--- src/design/assert_macros.svh ---
// Assertion macros used by the file that checks the touch frame validator.
`ifndef ASSERT_MACROS_SVH
`define ASSERT_MACROS_SVH

// Clocked check that is switched off while the synchronous active-low reset is held.
`define TFV_ASSERT(label, clk, rst_n, prop) \
    label: assert property (@(posedge clk) disable iff (!rst_n) prop) \
        else $error("touch frame validator check failed");

// Clocked check that also holds during reset.
`define TFV_ASSERT_ALWAYS(label, clk, prop) \
    label: assert property (@(posedge clk) prop) \
        else $error("touch frame validator check failed");

`endif

--- src/design/tfv_pkg.sv ---
// Types and constants shared by the touch frame validator modules.
`default_nettype none

package tfv_pkg;

    // Frame layout and limits.
    localparam int unsigned FRAME_BYTES = 8;
    localparam logic [3:0]  MAX_POINTS  = 4'd5;
    localparam logic [7:0]  BYTE_ALL_ONES = 8'hFF;

    // Stream widths.
    localparam int unsigned IN_TDATA_W  = 8 * FRAME_BYTES;
    localparam int unsigned OUT_TDATA_W = 56;
    localparam int unsigned OUT_TUSER_W = 2;

    // Configuration port.
    localparam int unsigned CFG_ADDR_W = 3;
    localparam int unsigned CFG_DATA_W = 16;

    localparam logic [CFG_ADDR_W-1:0] CFG_SWAP_AXES     = 3'd0;
    localparam logic [CFG_ADDR_W-1:0] CFG_MIRROR_H      = 3'd1;
    localparam logic [CFG_ADDR_W-1:0] CFG_MIRROR_V      = 3'd2;
    localparam logic [CFG_ADDR_W-1:0] CFG_SCREEN_WIDTH  = 3'd3;
    localparam logic [CFG_ADDR_W-1:0] CFG_SCREEN_HEIGHT = 3'd4;
    localparam logic [CFG_ADDR_W-1:0] CFG_RAW_X_LIMIT   = 3'd5;
    localparam logic [CFG_ADDR_W-1:0] CFG_RAW_Y_LIMIT   = 3'd6;
    localparam logic [CFG_ADDR_W-1:0] CFG_INVALID_LIMIT = 3'd7;

    // Configuration reset values.
    localparam logic [12:0] RST_SCREEN_SIZE   = 13'd4096;
    localparam logic [12:0] RST_RAW_LIMIT     = 13'd4096;
    localparam logic [15:0] RST_INVALID_LIMIT = 16'd50;

    // Result status codes.
    localparam logic [1:0] ST_REPORT  = 2'd0;
    localparam logic [1:0] ST_NONE    = 2'd1;
    localparam logic [1:0] ST_INVALID = 2'd2;
    localparam logic [1:0] ST_BUS     = 2'd3;

    // Touch event codes.
    localparam logic [1:0] EV_DOWN     = 2'd0;
    localparam logic [1:0] EV_RELEASE  = 2'd1;
    localparam logic [1:0] EV_CONTACT  = 2'd2;
    localparam logic [1:0] EV_RESERVED = 2'd3;

    typedef struct packed {
        logic        swap_axes;
        logic        mirror_horizontal;
        logic        mirror_vertical;
        logic [12:0] screen_width;
        logic [12:0] screen_height;
        logic [12:0] raw_x_limit;
        logic [12:0] raw_y_limit;
        logic [15:0] invalid_limit;
    } t_cfg;

    typedef struct packed {
        logic [1:0]  status;
        logic        point_count;
        logic [15:0] x_coord;
        logic [15:0] y_coord;
        logic [1:0]  touch_event;
        logic [3:0]  touch_id;
        logic [7:0]  pressure_weight;
        logic [3:0]  contact_area;
        logic        recover_request;
    } t_result;

endpackage

`default_nettype wire

--- src/design/tfv_cfg_regs.sv ---
// Configuration register file of the touch frame validator.
`default_nettype none

module tfv_cfg_regs (
    input  wire logic                             i_clk,
    input  wire logic                             i_rst_n,
    input  wire logic                             i_cfg_we,
    input  wire logic [tfv_pkg::CFG_ADDR_W-1:0]   i_cfg_addr,
    input  wire logic [tfv_pkg::CFG_DATA_W-1:0]   i_cfg_wdata,
    output tfv_pkg::t_cfg                         o_cfg
);

    tfv_pkg::t_cfg r_cfg;
    tfv_pkg::t_cfg n_cfg;

    // Decode the write index and update one field.
    always_comb begin
        n_cfg = r_cfg;
        if (i_cfg_we) begin
            case (i_cfg_addr)
                tfv_pkg::CFG_SWAP_AXES:     n_cfg.swap_axes         = i_cfg_wdata[0];
                tfv_pkg::CFG_MIRROR_H:      n_cfg.mirror_horizontal = i_cfg_wdata[0];
                tfv_pkg::CFG_MIRROR_V:      n_cfg.mirror_vertical   = i_cfg_wdata[0];
                tfv_pkg::CFG_SCREEN_WIDTH:  n_cfg.screen_width      = i_cfg_wdata[12:0];
                tfv_pkg::CFG_SCREEN_HEIGHT: n_cfg.screen_height     = i_cfg_wdata[12:0];
                tfv_pkg::CFG_RAW_X_LIMIT:   n_cfg.raw_x_limit       = i_cfg_wdata[12:0];
                tfv_pkg::CFG_RAW_Y_LIMIT:   n_cfg.raw_y_limit       = i_cfg_wdata[12:0];
                tfv_pkg::CFG_INVALID_LIMIT: n_cfg.invalid_limit     = i_cfg_wdata;
                default:                    n_cfg = r_cfg;
            endcase
        end
    end

    // Registers with their reset values.
    always_ff @(posedge i_clk) begin
        if (!i_rst_n) begin
            r_cfg.swap_axes         <= 1'b0;
            r_cfg.mirror_horizontal <= 1'b0;
            r_cfg.mirror_vertical   <= 1'b0;
            r_cfg.screen_width      <= tfv_pkg::RST_SCREEN_SIZE;
            r_cfg.screen_height     <= tfv_pkg::RST_SCREEN_SIZE;
            r_cfg.raw_x_limit       <= tfv_pkg::RST_RAW_LIMIT;
            r_cfg.raw_y_limit       <= tfv_pkg::RST_RAW_LIMIT;
            r_cfg.invalid_limit     <= tfv_pkg::RST_INVALID_LIMIT;
        end else begin
            r_cfg <= n_cfg;
        end
    end

    assign o_cfg = r_cfg;

endmodule

`default_nettype wire

--- src/design/tfv_frame_reg.sv ---
// Input register stage that captures one frame transaction.
`default_nettype none

module tfv_frame_reg (
    input  wire logic                             i_clk,
    input  wire logic                             i_rst_n,
    input  wire logic                             i_s_tvalid,
    output logic                                  o_s_tready,
    input  wire logic [tfv_pkg::IN_TDATA_W-1:0]   i_s_tdata,   // frame_byte0 .. frame_byte7
    input  wire logic                             i_s_tuser,   // bus_error
    input  wire logic                             i_advance,
    output logic                                  o_valid,
    output logic [tfv_pkg::IN_TDATA_W-1:0]        o_data,
    output logic                                  o_bus_error
);

    logic                             r_valid;
    logic                             n_valid;
    logic [tfv_pkg::IN_TDATA_W-1:0]   r_data;
    logic                             r_bus_error;
    logic                             w_load;

    // The stage takes a new frame when empty or when its frame moves on.
    assign o_s_tready = !r_valid || i_advance;
    assign w_load     = o_s_tready && i_s_tvalid;
    assign n_valid    = o_s_tready ? i_s_tvalid : r_valid;

    always_ff @(posedge i_clk) begin
        if (!i_rst_n) begin
            r_valid <= 1'b0;
        end else begin
            r_valid <= n_valid;
        end
    end

    // Payload needs no reset.
    always_ff @(posedge i_clk) begin
        if (w_load) begin
            r_data      <= i_s_tdata;
            r_bus_error <= i_s_tuser;
        end
    end

    assign o_valid     = r_valid;
    assign o_data      = r_data;
    assign o_bus_error = r_bus_error;

endmodule

`default_nettype wire

--- src/design/tfv_core.sv ---
// Frame checks, coordinate transform and touch state of the validator.
`default_nettype none

module tfv_core (
    input  wire logic                             i_clk,
    input  wire logic                             i_rst_n,
    input  wire tfv_pkg::t_cfg                    i_cfg,
    input  wire logic                             i_valid,
    input  wire logic                             i_advance,
    input  wire logic [tfv_pkg::IN_TDATA_W-1:0]   i_data,
    input  wire logic                             i_bus_error,
    output tfv_pkg::t_result                      o_result
);

    // Touch state.
    logic [15:0] r_invalid_count;
    logic [15:0] r_last_x;
    logic [15:0] r_last_y;
    logic        r_was_pressed;
    logic [15:0] n_invalid_count;
    logic [15:0] n_last_x;
    logic [15:0] n_last_y;
    logic        n_was_pressed;

    logic [7:0]  w_b0, w_b1, w_b2, w_b3, w_b4, w_b5, w_b6, w_b7;
    logic        w_all_ff;
    logic [3:0]  w_npts;
    logic        w_status_bad;
    logic [11:0] w_raw_x;
    logic [11:0] w_raw_y;
    logic [1:0]  w_event;
    logic        w_range_bad;
    logic        w_fail;
    logic [15:0] w_count_inc;
    logic        w_limit_hit;
    logic [11:0] w_sw_x;
    logic [11:0] w_sw_y;
    logic [15:0] w_x;
    logic [15:0] w_y;
    logic        w_update;

    // Split the frame into bytes.
    assign w_b0 = i_data[7:0];
    assign w_b1 = i_data[15:8];
    assign w_b2 = i_data[23:16];
    assign w_b3 = i_data[31:24];
    assign w_b4 = i_data[39:32];
    assign w_b5 = i_data[47:40];
    assign w_b6 = i_data[55:48];
    assign w_b7 = i_data[63:56];

    // Status field and range checks.
    assign w_all_ff     = (i_data == {tfv_pkg::FRAME_BYTES{tfv_pkg::BYTE_ALL_ONES}});
    assign w_npts       = w_b1[3:0];
    assign w_status_bad = (w_b0 != 8'd0) || (w_b1[7:4] != 4'd0)
                          || (w_npts > tfv_pkg::MAX_POINTS);
    assign w_raw_x      = {w_b2[3:0], w_b3};
    assign w_raw_y      = {w_b4[3:0], w_b5};
    assign w_event      = w_b2[7:6];
    assign w_range_bad  = ({1'b0, w_raw_x} >= i_cfg.raw_x_limit)
                          || ({1'b0, w_raw_y} >= i_cfg.raw_y_limit)
                          || (w_event == tfv_pkg::EV_RESERVED);

    // A frame with a good status field restarts the count before its range check.
    assign w_fail = i_bus_error
                    || (!w_all_ff && w_status_bad)
                    || (!w_all_ff && !w_status_bad && (w_npts != 4'd0) && w_range_bad);
    assign w_count_inc = (i_bus_error || w_status_bad) ? (r_invalid_count + 16'd1) : 16'd1;
    assign w_limit_hit = (w_count_inc >= i_cfg.invalid_limit);

    // Swap, then mirror with 16-bit wrap.
    assign w_sw_x = i_cfg.swap_axes ? w_raw_y : w_raw_x;
    assign w_sw_y = i_cfg.swap_axes ? w_raw_x : w_raw_y;
    assign w_x = i_cfg.mirror_horizontal
                 ? ({3'd0, i_cfg.screen_width} - 16'd1 - {4'd0, w_sw_x})
                 : {4'd0, w_sw_x};
    assign w_y = i_cfg.mirror_vertical
                 ? ({3'd0, i_cfg.screen_height} - 16'd1 - {4'd0, w_sw_y})
                 : {4'd0, w_sw_y};

    // Result selection and next state.
    always_comb begin
        o_result        = '0;
        n_invalid_count = r_invalid_count;
        n_last_x        = r_last_x;
        n_last_y        = r_last_y;
        n_was_pressed   = r_was_pressed;
        if (w_fail) begin
            o_result.status = i_bus_error ? tfv_pkg::ST_BUS : tfv_pkg::ST_INVALID;
            if (w_limit_hit) begin
                n_invalid_count          = 16'd0;
                o_result.recover_request = 1'b1;
                n_was_pressed            = 1'b0;
                if (r_was_pressed) begin
                    o_result.status      = tfv_pkg::ST_REPORT;
                    o_result.point_count = 1'b1;
                    o_result.x_coord     = r_last_x;
                    o_result.y_coord     = r_last_y;
                    o_result.touch_event = tfv_pkg::EV_RELEASE;
                end
            end else begin
                n_invalid_count = w_count_inc;
            end
        end else if (w_all_ff) begin
            o_result.status = tfv_pkg::ST_NONE;
        end else if (w_npts == 4'd0) begin
            n_invalid_count = 16'd0;
            if (r_was_pressed) begin
                o_result.status      = tfv_pkg::ST_REPORT;
                o_result.point_count = 1'b1;
                o_result.x_coord     = r_last_x;
                o_result.y_coord     = r_last_y;
                o_result.touch_event = tfv_pkg::EV_RELEASE;
                n_was_pressed        = 1'b0;
            end else begin
                o_result.status = tfv_pkg::ST_NONE;
            end
        end else begin
            n_invalid_count          = 16'd0;
            o_result.status          = tfv_pkg::ST_REPORT;
            o_result.point_count     = 1'b1;
            o_result.x_coord         = w_x;
            o_result.y_coord         = w_y;
            o_result.touch_event     = w_event;
            o_result.touch_id        = w_b4[7:4];
            o_result.pressure_weight = w_b6;
            o_result.contact_area    = w_b7[7:4];
            n_last_x                 = w_x;
            n_last_y                 = w_y;
            n_was_pressed            = (w_event != tfv_pkg::EV_RELEASE);
        end
    end

    // State moves only when the frame is handed to the result register.
    assign w_update = i_valid && i_advance;

    always_ff @(posedge i_clk) begin
        if (!i_rst_n) begin
            r_invalid_count <= 16'd0;
            r_last_x        <= 16'd0;
            r_last_y        <= 16'd0;
            r_was_pressed   <= 1'b0;
        end else if (w_update) begin
            r_invalid_count <= n_invalid_count;
            r_last_x        <= n_last_x;
            r_last_y        <= n_last_y;
            r_was_pressed   <= n_was_pressed;
        end
    end

endmodule

`default_nettype wire

--- src/design/tfv_result_reg.sv ---
// Output register that holds one result transaction until it is taken.
`default_nettype none

module tfv_result_reg (
    input  wire logic                              i_clk,
    input  wire logic                              i_rst_n,
    input  wire logic                              i_valid,
    input  wire tfv_pkg::t_result                  i_result,
    output logic                                   o_advance,
    output logic                                   o_m_tvalid,
    input  wire logic                              i_m_tready,
    // point_count, x_coord, y_coord, touch_event, touch_id, pressure_weight,
    // contact_area, recover_request, zero fill
    output logic [tfv_pkg::OUT_TDATA_W-1:0]        o_m_tdata,
    output logic [tfv_pkg::OUT_TUSER_W-1:0]        o_m_tuser    // status
);

    logic              r_valid;
    logic              n_valid;
    tfv_pkg::t_result  r_result;
    logic              w_load;

    // The register takes a result when empty or when its result is taken.
    assign o_advance = !r_valid || i_m_tready;
    assign w_load    = o_advance && i_valid;
    assign n_valid   = o_advance ? i_valid : r_valid;

    always_ff @(posedge i_clk) begin
        if (!i_rst_n) begin
            r_valid <= 1'b0;
        end else begin
            r_valid <= n_valid;
        end
    end

    always_ff @(posedge i_clk) begin
        if (w_load) begin
            r_result <= i_result;
        end
    end

    // Pack the result fields from the lowest bit up.
    assign o_m_tvalid = r_valid;
    assign o_m_tuser  = r_result.status;
    assign o_m_tdata  = {4'd0,
                         r_result.recover_request,
                         r_result.contact_area,
                         r_result.pressure_weight,
                         r_result.touch_id,
                         r_result.touch_event,
                         r_result.y_coord,
                         r_result.x_coord,
                         r_result.point_count};

endmodule

`default_nettype wire

--- src/design/touch_frame_validator.sv ---
// Each frame is registered in the input stage and then in the output register, which
// drives o_m_tvalid. Throughput: one frame per cycle while i_m_tready is high;
// the input and output registers keep both sides moving.
// The touch state and the invalid counter update at the edge that loads each result.
// Reset (i_rst_n low, synchronous) empties both stages, clears the touch state and counter,
// and loads the configuration registers with their defaults.
`default_nettype none

`include "assert_macros.svh"

module touch_frame_validator (
    input  wire logic                              i_clk,
    input  wire logic                              i_rst_n,
    input  wire logic                              i_s_tvalid,
    output logic                                   o_s_tready,
    input  wire logic [tfv_pkg::IN_TDATA_W-1:0]    i_s_tdata,   // frame_byte0 .. frame_byte7
    input  wire logic                              i_s_tuser,   // bus_error
    output logic                                   o_m_tvalid,
    input  wire logic                              i_m_tready,
    // point_count, x_coord, y_coord, touch_event, touch_id, pressure_weight,
    // contact_area, recover_request, zero fill
    output logic [tfv_pkg::OUT_TDATA_W-1:0]        o_m_tdata,
    output logic [tfv_pkg::OUT_TUSER_W-1:0]        o_m_tuser,   // status
    input  wire logic                              i_cfg_we,
    input  wire logic [tfv_pkg::CFG_ADDR_W-1:0]    i_cfg_addr,
    input  wire logic [tfv_pkg::CFG_DATA_W-1:0]    i_cfg_wdata
);

    tfv_pkg::t_cfg                    w_cfg;
    tfv_pkg::t_result                 w_result;
    logic                             w_frame_valid;
    logic [tfv_pkg::IN_TDATA_W-1:0]   w_frame_data;
    logic                             w_frame_bus_error;
    logic                             w_advance;
    logic                             w_recover_report;
    logic                             w_release_shown;
    logic                             w_none_shown;
    logic                             w_none_empty;

    tfv_cfg_regs u_cfg_regs (
        .i_clk       (i_clk),
        .i_rst_n     (i_rst_n),
        .i_cfg_we    (i_cfg_we),
        .i_cfg_addr  (i_cfg_addr),
        .i_cfg_wdata (i_cfg_wdata),
        .o_cfg       (w_cfg)
    );

    tfv_frame_reg u_frame_reg (
        .i_clk       (i_clk),
        .i_rst_n     (i_rst_n),
        .i_s_tvalid  (i_s_tvalid),
        .o_s_tready  (o_s_tready),
        .i_s_tdata   (i_s_tdata),
        .i_s_tuser   (i_s_tuser),
        .i_advance   (w_advance),
        .o_valid     (w_frame_valid),
        .o_data      (w_frame_data),
        .o_bus_error (w_frame_bus_error)
    );

    tfv_core u_core (
        .i_clk       (i_clk),
        .i_rst_n     (i_rst_n),
        .i_cfg       (w_cfg),
        .i_valid     (w_frame_valid),
        .i_advance   (w_advance),
        .i_data      (w_frame_data),
        .i_bus_error (w_frame_bus_error),
        .o_result    (w_result)
    );

    tfv_result_reg u_result_reg (
        .i_clk      (i_clk),
        .i_rst_n    (i_rst_n),
        .i_valid    (w_frame_valid),
        .i_result   (w_result),
        .o_advance  (w_advance),
        .o_m_tvalid (o_m_tvalid),
        .i_m_tready (i_m_tready),
        .o_m_tdata  (o_m_tdata),
        .o_m_tuser  (o_m_tuser)
    );

    // Terms of the output checks, taken from the packed result.
    assign w_recover_report = o_m_tvalid && o_m_tdata[51] && (o_m_tuser == tfv_pkg::ST_REPORT);
    assign w_release_shown  = o_m_tdata[0] && (o_m_tdata[34:33] == tfv_pkg::EV_RELEASE);
    assign w_none_shown     = o_m_tvalid && (o_m_tuser == tfv_pkg::ST_NONE);
    assign w_none_empty     = !o_m_tdata[0] && !o_m_tdata[51];

    // A captured frame always reaches an empty output register on the next edge.
    `TFV_ASSERT(a_frame_moves, i_clk, i_rst_n, w_frame_valid && !o_m_tvalid |=> o_m_tvalid)

    // A recovery shown with report status is always a release of the held touch.
    `TFV_ASSERT(a_recover_release, i_clk, i_rst_n, w_recover_report |-> w_release_shown)

    // A frame with nothing new never carries a point or a recovery.
    `TFV_ASSERT(a_none_is_empty, i_clk, i_rst_n, w_none_shown |-> w_none_empty)

    // Reset leaves both stages empty on the following edge.
    `TFV_ASSERT_ALWAYS(a_reset_empty, i_clk, !$past(i_rst_n) |-> !o_m_tvalid && !w_frame_valid)

endmodule

`default_nettype wire

--- config.mk ---
export PLATFORM = sky130hd
export DESIGN_NAME = touch_frame_validator
export DESIGN_NICKNAME = d
export VERILOG_FILES = /design/src/design/tfv_pkg.sv /design/src/design/tfv_cfg_regs.sv /design/src/design/tfv_frame_reg.sv /design/src/design/tfv_core.sv /design/src/design/tfv_result_reg.sv /design/src/design/touch_frame_validator.sv
export VERILOG_INCLUDE_DIRS = /design/src /design/src/design
export SDC_FILE = /design/constraint.sdc
export NUM_CORES = 1
export LEC_CHECK = 0
export ABC_AREA = 0
export BUFFER_PORTS_ARGS = -buffer_cell sky130_fd_sc_hd__buf_2
export CAP_MARGIN = 10
export CORE_MARGIN = 1.5
export CORE_UTILIZATION = 35
export DETAILED_ROUTE_END_ITERATION = 6
export REMOVE_ABC_BUFFERS = 1
export SKIP_CTS_REPAIR_TIMING = 1
export SLEW_MARGIN = 20
export SYNTH_ARGS = -nofsm -noshare
export SYNTH_HDL_FRONTEND = slang
export SYNTH_SLANG_ARGS = --single-unit
--- constraint.sdc ---
create_clock -name i_clk -period 5.2 [get_ports i_clk]
set_input_delay 0.26 -clock i_clk [delete_from_list [all_inputs] [get_ports i_clk]]
set_output_delay 0.26 -clock i_clk [all_outputs]
set_load 0.005 [all_outputs]
==> out/metrics.yaml <==
grtUsageTotal_pct: 17.2
clockRootBuffer: "clkbuf_16"
place_ws_ps: 1200
die_h_um: 190
rsz0062_at_grt: "false"
power_frac_clock_pct: 39.3
clockBufferDepth: 3
intPower_mw: 3.32
layout.nets: 1627
path_clk_slew_ps: 60
via_per_inst: 5.09
critPathArrivalTime_ps: 4460
synth_top_cell_by_area: "edfxtp_1"
grt-ovfl-total: 0
cpMostUsedCell: "nor2_1"
power_density_mw_per_mm2: 300
synth_area_per_cell_um2: 9.72
synth.top_cells.by_area: "edfxtp_1 (29%), dfxtp_1 (20%), ha_1 (7.2%)"
hold_ws_ps: 16.4
ys_seq_elements: 241
design.core.area_mm2: 0.0345
routed_wirelength_mm: 32.9
multiInputGateArea_mm2: 0.00583
cp_max_fo: 21
critPathLaunch: "u_frame_reg.o_data[2]"
drt_first_pass_iters: 7
wl_per_cell_um: 16.9
ys_warn_count: 0
max_stage_delay_ps: 920
synth_enable_flop_cells: 119
cts_buffers: 27
setup_viol: 0
hold_depth: 4
fin_crit_sh_pct: 76.6
clock-sinks: 241
seq_power_share_pct: 46.7
fmax_mhz: 251
synth_commonest_cells: "nand2_1 (191), dfxtp_1 (122), edfxtp_1 (119), nor2_1 (115), a21oi_1 (110)"
syn2layout_area_growth_pct: 21.5
ant_nets: 0
min_period_ps: 3980
yosysMostFrequentCell: "nand2_1"
dieWidth_um: 190
seq_area_mm2: 0.00602
hold-path-endpoint: "u_result_reg.o_m_tvalid"
relSlewSlack_pct: 24.9
grt_max_degree: 94
max-vdd-ir-drop_v: 0.000242
htree_levels: 1
drtIter0Drc: 648
cts_tree: "done"
synth-main-ff-cell: "dfxtp_1"
setup_tns_ps: 0
gp_congestion: 0.857
path_class: "reg2reg"
end_kind: "flip-flop"
fillers: 3381
ff2ff_setup_slack_ps: 1220
maxCapViolations: 0
required_ps: 5680
dp_hpwl_mm: 23.3
ys_seq_area_share_pct: 48.9
swShare_pct: 25.9
grt_pass1_wl_mm: 48.9
async_flop_share_pct: 0
floorplan.initialDensity_pct: 35.6
r2r-start: "u_frame_reg.o_data[2]"
power.switching_mw: 1.16
yosysUniqueCellTypes: 77
maxSlewViolCount: 0
rr_worst_depth: 13
drive_above_1_share_pct: 15.5
dieArea_mm2: 0.0363
yosysTopAreaCellShare_pct: 29.1
p_leak_nw: 5.67
antennaDiodeCount: 0
num_io_pins: 149
fin_total_pwr_mw: 4.48
setup_ws_ps: 1220
finalHoldViolCount: 0
crit_slowest_cell: "a211oi_2"
portBuffers: 144
row_count: 68
r2r-end: "u_core.r_invalid_count[6]"
insertion_delay_ps: 550
via_count: 9872
worstMarginPinSlew_ps: 1120
fin_skew_ps: 10.9
syn-instance-count: 1265
status: "finished, final reports clean"
critPathLaunchType: "flip-flop"
drcViolationCount: 0
min_path_type: "in2reg"
synth_area_mm2: 0.0123
grt_pass1_vias: 8772
power_frac_comb_pct: 14.0
path_cells: "nor4_1 > nand4_1 > nor2_1 > buf_4 > nor2_1 > ha_1 > a21o_1 > a21o_1 > a221oi_1 > o311ai_0 > a211oi_2 > a22oi_1 > nor2_1"
antenna_found_initial: 0
worstHoldStart: "i_m_tready"
==> how the worst max path moves through the flow <==
stage	to	slack [ps]	cells past startpoint
floorplan	u_result_reg.o_m_tdata[17]	730	12
global placement	u_core.r_invalid_count[4]	1300	13
detailed placement	u_core.r_invalid_count[4]	1200	13
CTS	u_core.r_invalid_count[4]	1190	13
global route	u_core.r_invalid_count[7]	790	13
finish	u_core.r_invalid_count[6]	1220	13
==> power by group through the flow <==
stage / Sequential (mW) / Combinational, mW / Clock, mW
after floorplan: 2.12 / 0.401 / 0
after global placement: 2.13 / 0.568 / 0
after detailed placement: 2.13 / 0.578 / 0
after CTS: 2.09 / 0.583 / 1.81
after global routing: 2.10 / 0.698 / 1.87
final: 2.09 / 0.626 / 1.76
==> routing by layer <==
layer	vias up	GRT usage (%)	routed length (um)
met3	47	2.08	1520
met1	4633	23.6	15000
met4	0	4.85	767
met5	-	0	0
met2	234	28.6	15600
li1	4958	-	-
==> layout by cell type (no fill, tap or decap), types with 14 or more instances in the layout <==
master,count
o21ai_0,45
clkbuf_16,27
and2_1,19
ha_1,71
nor2_1,114
inv_1,55
edfxtp_1,119
dfxtp_1,122
o21a_1,16
nand2_1,191
nand2b_1,14
mux2i_1,29
o2bb2ai_1,21
a22oi_1,14
nand4_1,22
nor3_1,15
buf_2,144
a211oi_1,23
a21oi_1,110
xnor2_1,16
nand3_1,18
dlygate4sd3_1,69
xor2_1,25
==> state kept, by name, summed over array words and instances, names as in the netlist <==
register and flops:
u_cfg_regs.o_cfg 71, u_core.r_invalid_count 16, u_core.r_last_x 16, u_core.r_last_y 16, u_core.r_was_pressed 1, u_frame_reg.o_bus_error 1
u_frame_reg.o_data 64, u_frame_reg.o_valid 1, u_result_reg.o_m_tdata 52, u_result_reg.o_m_tuser 2, u_result_reg.o_m_tvalid 1
==> cell type report <==
cell class / count / share of cell area [%]
well taps: 455 / 3.81
flip-flops and latches: 241 / 40.3
inverters: 57 / 1.43
repair buffers: 225 / 10.1
clock buffers: 39 / 5.08
clock inverters: 10 / 0.335
multi-input cells: 913 / 39.0
==> critical path: cells and delay by family, from the launching register on <==
family                   cells  cell delay [ps]
AO/OA/AOI/OAI                6             2090
adder cells (fa/ha/maj)      1              300
buffers and inverters        1              260
flip-flops                   1              380
AND/OR/NAND/NOR              5              880
==> metrics by stage <==
stage,utilization [%],instance area [um2],cells
3_3_place_gp,38.9,13400,1822
2_1_floorplan,-,12000,1211
4_1_cts,41.2,14200,1871
6_report,43.2,14900,1940
5_1_grt,43.2,14900,1940
3_5_place_dp,38.9,13400,1822
==> logic make-up after synthesis <==
group | after synthesis | synth area share [%]
compound gates | 301 | 15.9
xor+xnor | 41 | 2.92
fa+ha+maj | 73 | 7.55
buf+inv | 114 | 3.97
flops | 241 | 48.9
mux | 32 | 2.67
other cells | 1 | 0.0305
simple gates | 462 | 18.0
No activity file was read; power rests on OpenSTA's default activity.
